File: src/sv/pna_pkg.sv
// ----------------------------------------------------------------------------
// pna_pkg
// Shared types, codes and small helper functions for the proportional
// navigation acceleration command unit.
// ----------------------------------------------------------------------------
package pna_pkg;

  localparam int VEC_W = 32;
  localparam int DIV_DW = 81;
  localparam int DIV_QW = 41;

  localparam logic [2:0] OP_ROW0 = 3'd0;
  localparam logic [2:0] OP_ROW1 = 3'd1;
  localparam logic [2:0] OP_ROW2 = 3'd2;
  localparam logic [2:0] OP_VEL  = 3'd3;
  localparam logic [2:0] OP_POS  = 3'd4;

  localparam logic [1:0] REG_GAIN = 2'd0;
  localparam logic [1:0] REG_MAXA = 2'd1;

  typedef struct packed {
    logic [2:0]              op;
    logic signed [VEC_W-1:0] vec_x;
    logic signed [VEC_W-1:0] vec_y;
    logic signed [VEC_W-1:0] vec_z;
  } pna_in_t;

  typedef struct packed {
    logic signed [VEC_W-1:0] normal_cmd;
    logic signed [VEC_W-1:0] side_cmd;
    logic                    limited;
    logic                    status;
  } pna_out_t;

  typedef enum logic [3:0] {
    ST_IDLE,
    ST_R2,
    ST_RSQ,
    ST_V2,
    ST_SSQ,
    ST_CM,
    ST_U,
    ST_T,
    ST_Q,
    ST_G,
    ST_CMD,
    ST_LIM,
    ST_MSQ,
    ST_SCL,
    ST_OUT
  } pna_state_e;

  typedef struct packed {
    pna_state_e state;
    logic [3:0] ix;
    logic [2:0] step;
    logic       accept;
    logic       out_load;
  } pna_cmd_t;

  typedef struct packed {
    logic r2_zero;
    logic sq_done;
    logic div_done;
    logic lim;
  } pna_sts_t;

  function automatic logic signed [VEC_W-1:0] sat32(input logic signed [65:0] x);
    logic signed [65:0] hi;
    logic signed [65:0] lo;
    hi = 66'sd2147483647;
    lo = -66'sd2147483648;
    if (x > hi) begin
      return 32'sh7fffffff;
    end else if (x < lo) begin
      return 32'sh80000000;
    end
    return x[31:0];
  endfunction

  function automatic logic [32:0] abs32(input logic signed [31:0] x);
    logic signed [32:0] xe;
    xe = {x[31], x};
    return x[31] ? 33'(-xe) : 33'(xe);
  endfunction

  function automatic logic [32:0] abs34(input logic signed [33:0] x);
    logic signed [33:0] xn;
    xn = -x;
    return x[33] ? xn[32:0] : x[32:0];
  endfunction

  function automatic logic [1:0] nxt3(input logic [1:0] i);
    logic [1:0] r;
    unique case (i)
      2'd0: r = 2'd1;
      2'd1: r = 2'd2;
      default: r = 2'd0;
    endcase
    return r;
  endfunction

  function automatic logic [1:0] div3(input logic [3:0] i);
    logic [1:0] r;
    if (i < 4'd3) begin
      r = 2'd0;
    end else if (i < 4'd6) begin
      r = 2'd1;
    end else begin
      r = 2'd2;
    end
    return r;
  endfunction

  function automatic logic [1:0] mod3(input logic [3:0] i);
    logic [1:0] r;
    unique case (i)
      4'd0, 4'd3, 4'd6: r = 2'd0;
      4'd1, 4'd4, 4'd7: r = 2'd1;
      default:          r = 2'd2;
    endcase
    return r;
  endfunction

endpackage

File: src/sv/pna_ctrl.sv
// ----------------------------------------------------------------------------
// pna_ctrl
// Controller: handshakes and the state machine that steps the datapath
// through each phase of the guidance computation.
// ----------------------------------------------------------------------------
module pna_ctrl (
  input  logic              clk_i,
  input  logic              rst_ni,
  input  logic              in_valid_i,
  input  logic [2:0]        in_op_i,
  output logic              in_ready_o,
  output logic              out_valid_o,
  input  logic              out_ready_i,
  input  pna_pkg::pna_sts_t sts_i,
  output pna_pkg::pna_cmd_t cmd_o
);

  pna_pkg::pna_state_e state_q, state_d;
  logic [3:0] ix_q, ix_d;
  logic [2:0] st_q, st_d;
  logic       out_valid_q, out_valid_d;
  logic       in_ready;
  logic       accept;
  logic       out_load;

  always_ff @(posedge clk_i or negedge rst_ni) begin
    if (!rst_ni) begin
      state_q     <= pna_pkg::ST_IDLE;
      ix_q        <= '0;
      st_q        <= '0;
      out_valid_q <= 1'b0;
    end else begin
      state_q     <= state_d;
      ix_q        <= ix_d;
      st_q        <= st_d;
      out_valid_q <= out_valid_d;
    end
  end

  always_comb begin
    state_d  = state_q;
    ix_d     = ix_q;
    st_d     = st_q;
    in_ready = 1'b0;
    accept   = 1'b0;
    out_load = 1'b0;
    unique case (state_q)
      pna_pkg::ST_IDLE: begin
        in_ready = 1'b1;
        if (in_valid_i) begin
          accept = 1'b1;
          if (in_op_i == pna_pkg::OP_POS) begin
            state_d = pna_pkg::ST_R2;
            ix_d    = '0;
            st_d    = '0;
          end
        end
      end
      pna_pkg::ST_R2, pna_pkg::ST_V2: begin
        if (st_q == 3'd0) begin
          st_d = 3'd1;
        end else begin
          st_d = 3'd0;
          if (ix_q == 4'd2) begin
            ix_d    = '0;
            state_d = (state_q == pna_pkg::ST_R2) ? pna_pkg::ST_RSQ : pna_pkg::ST_SSQ;
          end else begin
            ix_d = ix_q + 4'd1;
          end
        end
      end
      pna_pkg::ST_RSQ: begin
        if (st_q == 3'd0) begin
          if (sts_i.r2_zero) begin
            state_d = pna_pkg::ST_OUT;
          end else begin
            st_d = 3'd1;
          end
        end else if (sts_i.sq_done) begin
          st_d    = 3'd0;
          state_d = pna_pkg::ST_V2;
        end
      end
      pna_pkg::ST_SSQ: begin
        if (st_q == 3'd0) begin
          st_d = 3'd1;
        end else if (sts_i.sq_done) begin
          st_d    = 3'd0;
          state_d = pna_pkg::ST_CM;
        end
      end
      pna_pkg::ST_CM: begin
        if (st_q == 3'd0) begin
          st_d = 3'd1;
        end else begin
          st_d = 3'd0;
          if (ix_q == 4'd8) begin
            ix_d    = '0;
            state_d = pna_pkg::ST_U;
          end else begin
            ix_d = ix_q + 4'd1;
          end
        end
      end
      pna_pkg::ST_U: begin
        if (st_q != 3'd2) begin
          st_d = st_q + 3'd1;
        end else if (sts_i.div_done) begin
          st_d = 3'd0;
          if (ix_q == 4'd2) begin
            ix_d    = '0;
            state_d = pna_pkg::ST_T;
          end else begin
            ix_d = ix_q + 4'd1;
          end
        end
      end
      pna_pkg::ST_T, pna_pkg::ST_Q: begin
        if (st_q == 3'd0) begin
          st_d = 3'd1;
        end else begin
          st_d = 3'd0;
          if (ix_q == 4'd5) begin
            if (state_q == pna_pkg::ST_T) begin
              ix_d    = 4'd2;
              state_d = pna_pkg::ST_Q;
            end else begin
              ix_d    = '0;
              state_d = pna_pkg::ST_G;
            end
          end else begin
            ix_d = ix_q + 4'd1;
          end
        end
      end
      pna_pkg::ST_G: begin
        if (st_q == 3'd0) begin
          st_d = 3'd1;
        end else begin
          st_d    = 3'd0;
          ix_d    = 4'd1;
          state_d = pna_pkg::ST_CMD;
        end
      end
      pna_pkg::ST_CMD: begin
        if (st_q != 3'd5) begin
          st_d = st_q + 3'd1;
        end else if (sts_i.div_done) begin
          st_d = 3'd0;
          if (ix_q == 4'd2) begin
            ix_d    = '0;
            state_d = pna_pkg::ST_LIM;
          end else begin
            ix_d = ix_q + 4'd1;
          end
        end
      end
      pna_pkg::ST_LIM: begin
        if (st_q != 3'd5) begin
          st_d = st_q + 3'd1;
        end else begin
          st_d    = 3'd0;
          state_d = sts_i.lim ? pna_pkg::ST_MSQ : pna_pkg::ST_OUT;
        end
      end
      pna_pkg::ST_MSQ: begin
        if (st_q == 3'd0) begin
          st_d = 3'd1;
        end else if (sts_i.sq_done) begin
          st_d    = 3'd0;
          ix_d    = '0;
          state_d = pna_pkg::ST_SCL;
        end
      end
      pna_pkg::ST_SCL: begin
        if (st_q != 3'd3) begin
          st_d = st_q + 3'd1;
        end else if (sts_i.div_done) begin
          st_d = 3'd0;
          if (ix_q == 4'd1) begin
            ix_d    = '0;
            state_d = pna_pkg::ST_OUT;
          end else begin
            ix_d = ix_q + 4'd1;
          end
        end
      end
      pna_pkg::ST_OUT: begin
        if (!out_valid_q || out_ready_i) begin
          out_load = 1'b1;
          st_d     = 3'd0;
          ix_d     = '0;
          state_d  = pna_pkg::ST_IDLE;
        end
      end
      default: begin
        state_d = pna_pkg::ST_IDLE;
      end
    endcase
  end

  always_comb begin
    if (out_load) begin
      out_valid_d = 1'b1;
    end else if (out_ready_i) begin
      out_valid_d = 1'b0;
    end else begin
      out_valid_d = out_valid_q;
    end
  end

  assign in_ready_o     = in_ready;
  assign out_valid_o    = out_valid_q;
  assign cmd_o.state    = state_q;
  assign cmd_o.ix       = ix_q;
  assign cmd_o.step     = st_q;
  assign cmd_o.accept   = accept;
  assign cmd_o.out_load = out_load;

  a_sq_done_when_waiting: assert property (@(posedge clk_i) disable iff (!rst_ni)
    sts_i.sq_done |-> (st_q == 3'd1) && ((state_q == pna_pkg::ST_RSQ) ||
      (state_q == pna_pkg::ST_SSQ) || (state_q == pna_pkg::ST_MSQ)))
    else $error("square root finished outside a wait step");

  a_div_done_when_waiting: assert property (@(posedge clk_i) disable iff (!rst_ni)
    sts_i.div_done |-> ((state_q == pna_pkg::ST_U) && (st_q == 3'd2)) ||
      ((state_q == pna_pkg::ST_CMD) && (st_q == 3'd5)) ||
      ((state_q == pna_pkg::ST_SCL) && (st_q == 3'd3)))
    else $error("division finished outside a wait step");

  a_pos_starts: assert property (@(posedge clk_i) disable iff (!rst_ni)
    (in_valid_i && in_ready_o && (in_op_i == pna_pkg::OP_POS)) |=>
      (state_q == pna_pkg::ST_R2))
    else $error("position beat did not start the computation");

  a_no_overwrite: assert property (@(posedge clk_i) disable iff (!rst_ni)
    out_load |-> (!out_valid_q || out_ready_i))
    else $error("pending result overwritten");

endmodule

File: config.mk
export PLATFORM = sky130hd
export DESIGN_NAME = pna_ctrl
export DESIGN_NICKNAME = d
export VERILOG_FILES = /design/src/sv/pna_pkg.sv /design/src/sv/pna_ctrl.sv
export SDC_FILE = /design/constraint.sdc
export NUM_CORES = 1
export LEC_CHECK = 0
export ABC_AREA = 1
export BUFFER_PORTS_ARGS = -buffer_cell sky130_fd_sc_hd__clkbuf_2
export CORE_MARGIN = 5
export CORE_UTILIZATION = 45
export DETAILED_ROUTE_END_ITERATION = 16
export MAX_ROUTING_LAYER = met4
export PLACE_DENSITY = 0.71
export SLEW_MARGIN = 20
export SYNTH_ARGS = -nofsm -noshare
export SYNTH_HDL_FRONTEND = slang
export SYNTH_SLANG_ARGS = --single-unit
File: constraint.sdc
create_clock -name clk_i -period 1.8 [get_ports clk_i]
set_input_delay 0.09 -clock clk_i [delete_from_list [all_inputs] [get_ports clk_i]]
set_output_delay 0.09 -clock clk_i [all_outputs]
set_load 0.02 [all_outputs]
==> flow_summary.ini, run 1 <==
[global_route]
antenna_found_initial = 0
grtUsageMet3_pct = 2.30
grt_pass1_vias = 1650
grt_max_degree = 13
use_met2_pct = 33.7
use_met1_pct = 27.0
track_usage_pct = 21.0
gr-total-overflow = 0
top_usage_layer = met2
grt_pass1_wl_mm = 7.27

[synth]
synth_nets = 281
async_flop_share_pct = 100
postSynthCellCount = 261
synth_enable_flop_cells = 0
yosysWarnings = 0
synth.distinct_cells = 26
synth_seq_cells = 12
yosysSeqAreaShare_pct = 19.7
syn_area_sq_mm = 0.00152
avgSynthCellArea_sq_um = 5.83
ys.flop_type = dfrtp_1

[pwr]
power.share.switching_pct = 57.2
pwr-share-comb_pct = 77.8
switchingPower_mw = 1.95
clkPwrFrac_pct = 6.4
p_leak_nw = 1.03
power_density_mw_per_mm2 = 1770
finalPower_mw = 3.41
intPower_mw = 1.46
p_seq_share_pct = 15.8
vdd_drop_max_mv = 0.723

[timing]
finalSetupViolations = 0
skew_ns = 0.0106
finalMaxSlewViolations = 0
worst_pin_slew_ns = 0.326
period_share_pct = 95.0
max_slew_margin_pct = 78.2
holdWs_ns = 0.0229
max_freq_ghz = 0.585
min_period_ns = 1.71
hold_viol_final = 0

[placed_design]
placed_cells = 344
io_buffers = 25
hpwl_mm = 3.57
gp_congestion = 0.980

[critical_path]
reg2reg_slack_ns = 0.09
critPathCaptureType = register
cpPeakStageDelay_ns = 0.39
r2r-end = ix_q[3]$_DFFE_PN0P_
worstSetupPathType = register to register
reg2reg_from = st_q[0]$_DFFE_PN0P_
cp_max_fo = 5
cp_cell_sequence = buf_6 > ha_1 > ha_1 > inv_1 > nand2_1 > nand2_1 > nor2_1 > nand2_2 > nor2_4 > nand2_2 > nand2_1 > nand2_1
worst_path_max_delay_cell = dfrtp_1
worstPathRequired_ns = 1.97
worstRegToRegCells = 12
cp-start-kind = register
timing.critical_path.mode_cell = nand2_1
crit_arrival_ns = 1.88

[cts]
numClockSinks = 12
clk_pin_slew_ns = 0.08
ctsRootBufferMaster = clkbuf_4
numCtsBuffers = 3
cts_tree = yes
cts_buffer_depth = 2
cts.htree.levels = 1
insertion_delay_ns = 0.28

[route]
vias = 1848
routed_wl_mm = 4.43
drtIter0Drc = 146
wl_per_cell_um = 12.6
routed_via_density = 5.26
drc = 0
first_pass_iters = 4
drtAntennaViolNets = 0

[final_layout]
instances_no_fill = 351
syn2layout_area_growth_pct = 27.0
n_antenna_cell = 0
layout_commonest_cell = nand2_1
drive_above_1_share_pct = 29.8
final_cell_mix = 86 x nand2_1, 35 x nand3_1, 26 x clkbuf_2
nets = 326
final_core_util_pct = 58.4

[floorplan]
rows = 21
fp.dieW_um = 68.2
core_sq_mm = 0.00331
dieArea_sq_mm = 0.00465
initial_core_util_pct = 46.0
boundaryPins = 26
die_h_um = 68.2

[hold_path]
worstHoldStart = out_ready_i
min-delay-path-class = primary input to register
holdPathEnd = out_valid_o$_DFFE_PN0P_
whs_path_depth = 2

[outcome]
status = complete, no violations

[flow_run]
drv_cap = 0
## registers in the layout, summed over array words and instances, names as in the netlist
register     count
st_q             3
out_valid_o      1
ix_q             4
state_q          4
## cells by family after synthesis
group           Yosys count  share of synthesized area [%]
compound gates           28                           9.86
xor+xnor                  1                          0.575
fa+ha+maj                 9                           7.40
buf+inv                  33                           9.45
flops                    12                           19.7
simple gates            178                           53.0
## synthesized netlist by cell type (all sizes together), types with 2 or more instances
cell type / instances / share of area (%)
dfrtp: 12 / 20
nor2: 35 / 12
nand4: 3 / 1.2
nand2: 94 / 24
inv: 27 / 6.7
a21oi: 10 / 3.3
nand3: 37 / 12
ha: 9 / 7.4
nor3: 4 / 1.3
or2: 2 / 0.82
buf: 6 / 2.8
o21ai: 14 / 4.6
## worst max-delay path by stage
stage	end	slack, ns	from	cells past startpoint
after floorplan	state_q[3]$_DFFE_PN0P_	0.009	st_q[0]$_DFFE_PN0P_	11
after global placement	ix_q[0]$_DFFE_PN0P_	0.04	state_q[2]$_DFFE_PN0P_	9
after detailed placement	ix_q[3]$_DFFE_PN0P_	0.04	state_q[2]$_DFFE_PN0P_	9
after CTS	ix_q[3]$_DFFE_PN0P_	0.03	state_q[2]$_DFFE_PN0P_	9
after global routing	state_q[2]$_DFFE_PN0P_	-0.02	ix_q[1]$_DFFE_PN0P_	11
final	ix_q[3]$_DFFE_PN0P_	0.09	st_q[0]$_DFFE_PN0P_	12
## worst max-delay path: cells and delay by family (launching register included)
kind / cells / cell delay, ns
fa+ha+maj: 2 / 0.29
simple gates: 8 / 0.73
flops: 1 / 0.39
buf+inv: 2 / 0.17
## layout make-up
| class | count | area, sq um |
|---|---|---|
| multi-input combinational | 216 | 1140 |
| sequential | 12 | 305 |
| timing repair buffer | 46 | 294 |
| inverter | 27 | 101 |
| clock buffer | 4 | 36.3 |
| fill | 359 | 1380 |
| tap | 46 | 57.6 |
## per-stage QoR
step           area, sq um  setup WS, ns  TNS, ns
2_1_floorplan         1520       0.00899        0
3_3_place_gp          1800        0.0398        0
3_5_place_dp          1800        0.0359        0
4_1_cts               1840        0.0251        0
5_1_grt               1930       -0.0182  -0.0296
6_report              1930        0.0909        0
## power by group through the flow
stage / Sequential (mW) / Clock (mW) / Combinational [mW]
6_report: 0.539 / 0.220 / 2.66
2_1_floorplan: 0.573 / 0 / 1.69
4_1_cts: 0.519 / 0.226 / 2.45
3_3_place_gp: 0.522 / 0 / 2.43
3_5_place_dp: 0.523 / 0 / 2.44
5_1_grt: 0.556 / 0.240 / 2.96
## repair_timing
action / CTS / global route
hold endpoints to repair: 12 / 0
gates resized for setup: 0 / 28
setup buffers: 0 / 3
setup endpoints to repair: 0 / 10
hold buffers: 1 / 0
## routing by layer
metal  up-vias  share of wire, %
met1       835                45
met4         0               2.5
met2        69                46
li1        930                 -
met5         -                 0
met3        14               5.9
(Power assumes the default switching activity.)
==> run 2, diff against run 1 <==
Clock period 1.8 ns to 1.6 ns, I/O delays scaled along.
==> flow_summary.ini, run 2 (synthesized netlist as in run 1, its figures left out) <==
[critical_path]
worst_path_max_delay_cell = dfrtp_2
cp-start-kind = register
cp_max_fo = 5
crit_arrival_ns = 1.85
worstPathRequired_ns = 1.78
cpPeakStageDelay_ns = 0.46
worstSetupPathType = register to register
cp_cell_sequence = buf_6 > nand2_1 > inv_1 > nand2_2 > nand2_4 > a21oi_2 > nand2_2 > nor2_4 > nand2_2 > nand2_1 > nand2_1
critPathCaptureType = register

[final_layout]
multi_input_area_sq_mm = 0.00131
top_regs = ix_q (4), state_q (4), st_q (3)
syn2layout_area_growth_pct = 56.7
final_cell_mix = 70 x nand2_1, 46 x buf_4, 33 x nand3_1
regArea_sq_um = 310
nets = 358
layout_commonest_cell = nand2_1
fillers = 279
n_antenna_cell = 0
drive_above_1_share_pct = 47.8
instances_no_fill = 383

[route]
drc = 0
drtIter0Drc = 208
wl_per_cell_um = 13.9
first_pass_iters = 5
drtAntennaViolNets = 0
routed_via_density = 5.38
routed_wl_mm = 5.31
vias = 2060

[timing]
max_freq_ghz = 0.599
timing.final.ws_setup_ns = -0.0692
hold_viol_final = 0
finalMaxSlewViolations = 0
min_period_ns = 1.67
tns_ns = -0.699
rsz0062_at_grt = true
skew_ns = 0.00319
finalSetupViolations = 12
period_share_pct = 104
worst_pin_slew_ns = 0.341
max_slew_margin_pct = 77.3

[cts]
numClockSinks = 12
ctsRootBufferMaster = clkbuf_4
cts_buffer_depth = 2
cts.htree.levels = 1
cts_tree = yes
insertion_delay_ns = 0.28
numCtsBuffers = 3
clk_pin_slew_ns = 0.09

[placed_design]
placed_cells = 364
hpwl_mm = 3.77
post-place-ws_ns = -0.121
io_buffers = 25
gp_congestion = 0.957

[pwr]
vdd_drop_max_mv = 1.06
power_density_mw_per_mm2 = 2030
p_leak_nw = 1.21

[floorplan]
initial_core_util_pct = 46.0
fp.dieW_um = 68.2
die_h_um = 68.2
core_sq_mm = 0.00331
boundaryPins = 26
dieArea_sq_mm = 0.00465
rows = 21

[global_route]
grt_pass1_wl_mm = 8.16
grt_max_degree = 13
gr-total-overflow = 0
grt_pass1_vias = 1820
track_usage_pct = 23.4
antenna_found_initial = 0

[flow_run]
drv_cap = 0

[outcome]
violations = negative setup slack
status = finished, violations left

[hold_path]
min-delay-path-class = primary input to register
==> run 2: critical path: cells and delay by family, from the launching register on <==
kind	cells	cell delay [ns]
buffers and inverters	2	0.21
AOI/OAI and AO/OA	1	0.15
and+or+nand+nor	8	0.74
DFF	1	0.46
==> run 2: stage by stage <==
stage               total power [mW]  utilization [%]  hold slack [ns]  cell area (sq um)
CTS                             4.19             65.3            0.161               2160
global route                    5.21             72.1            0.238               2390
floorplan                       2.65                -           -0.216               1560
detailed placement              3.63             60.2         -0.00590               1990
finish                          4.85             72.1            0.177               2390
global placement                3.60             60.2         -0.00600               1990
==> run 2: path summary, 6_finish.rpt <==
check	start	endpoint	slack [ns]	depth (start not counted)
max in group asynchronous	rst_ni	state_q[3]$_DFFE_PN0P_	1.11	2
hold reg to reg	out_valid_o$_DFFE_PN0P_	out_valid_o$_DFFE_PN0P_	0.59	2
min in group asynchronous	rst_ni	ix_q[2]$_DFFE_PN0P_	0.22	2
setup reg to reg	state_q[0]$_DFFE_PN0P_	state_q[3]$_DFFE_PN0P_	-0.07	11
hold / removal	sts_i[0]	state_q[1]$_DFFE_PN0P_	0.18	4
setup / recovery	state_q[0]$_DFFE_PN0P_	state_q[3]$_DFFE_PN0P_	-0.07	11
==> run 2: layout make-up <==
| type | count | share of cell area, % |
|---|---|---|
| Clock buffer | 4 | 1.52 |
| Inverter | 27 | 4.67 |
| Multi-Input combinational cell | 216 | 54.9 |
| Sequential cell | 12 | 13.0 |
| Tap cell | 46 | 2.41 |
| Timing Repair Buffer | 78 | 23.5 |
==> run 2: routing by layer <==
metal / part of all wire (%) / GRT usage [%] / vias to the layer above
met5: 0 / - / -
met3: 7.6 / 2.96 / 13
met4: 2.0 / 4.96 / 0
met1: 42 / 30.2 / 954
li1: - / - / 1003
met2: 49 / 39.0 / 90
==> run 2: report_power, final <==
| part | leakage [nW] | switching, mW | internal [mW] |
|---|---|---|---|
| clock network | 0.0210 | 0.122 | 0.139 |
| registers | 0.148 | 0.219 | 0.431 |
| logic | 1.04 | 2.31 | 1.63 |
| total | 1.21 | 2.65 | 2.20 |
==> run 2: timing repair <==
item	CTS	global route
resized for setup	24	54
setup endpoints to repair	11	13
hold buffers	2	0
endpoints found under the hold margin	13	0
pin swaps	10	22
buffers inserted	8	5
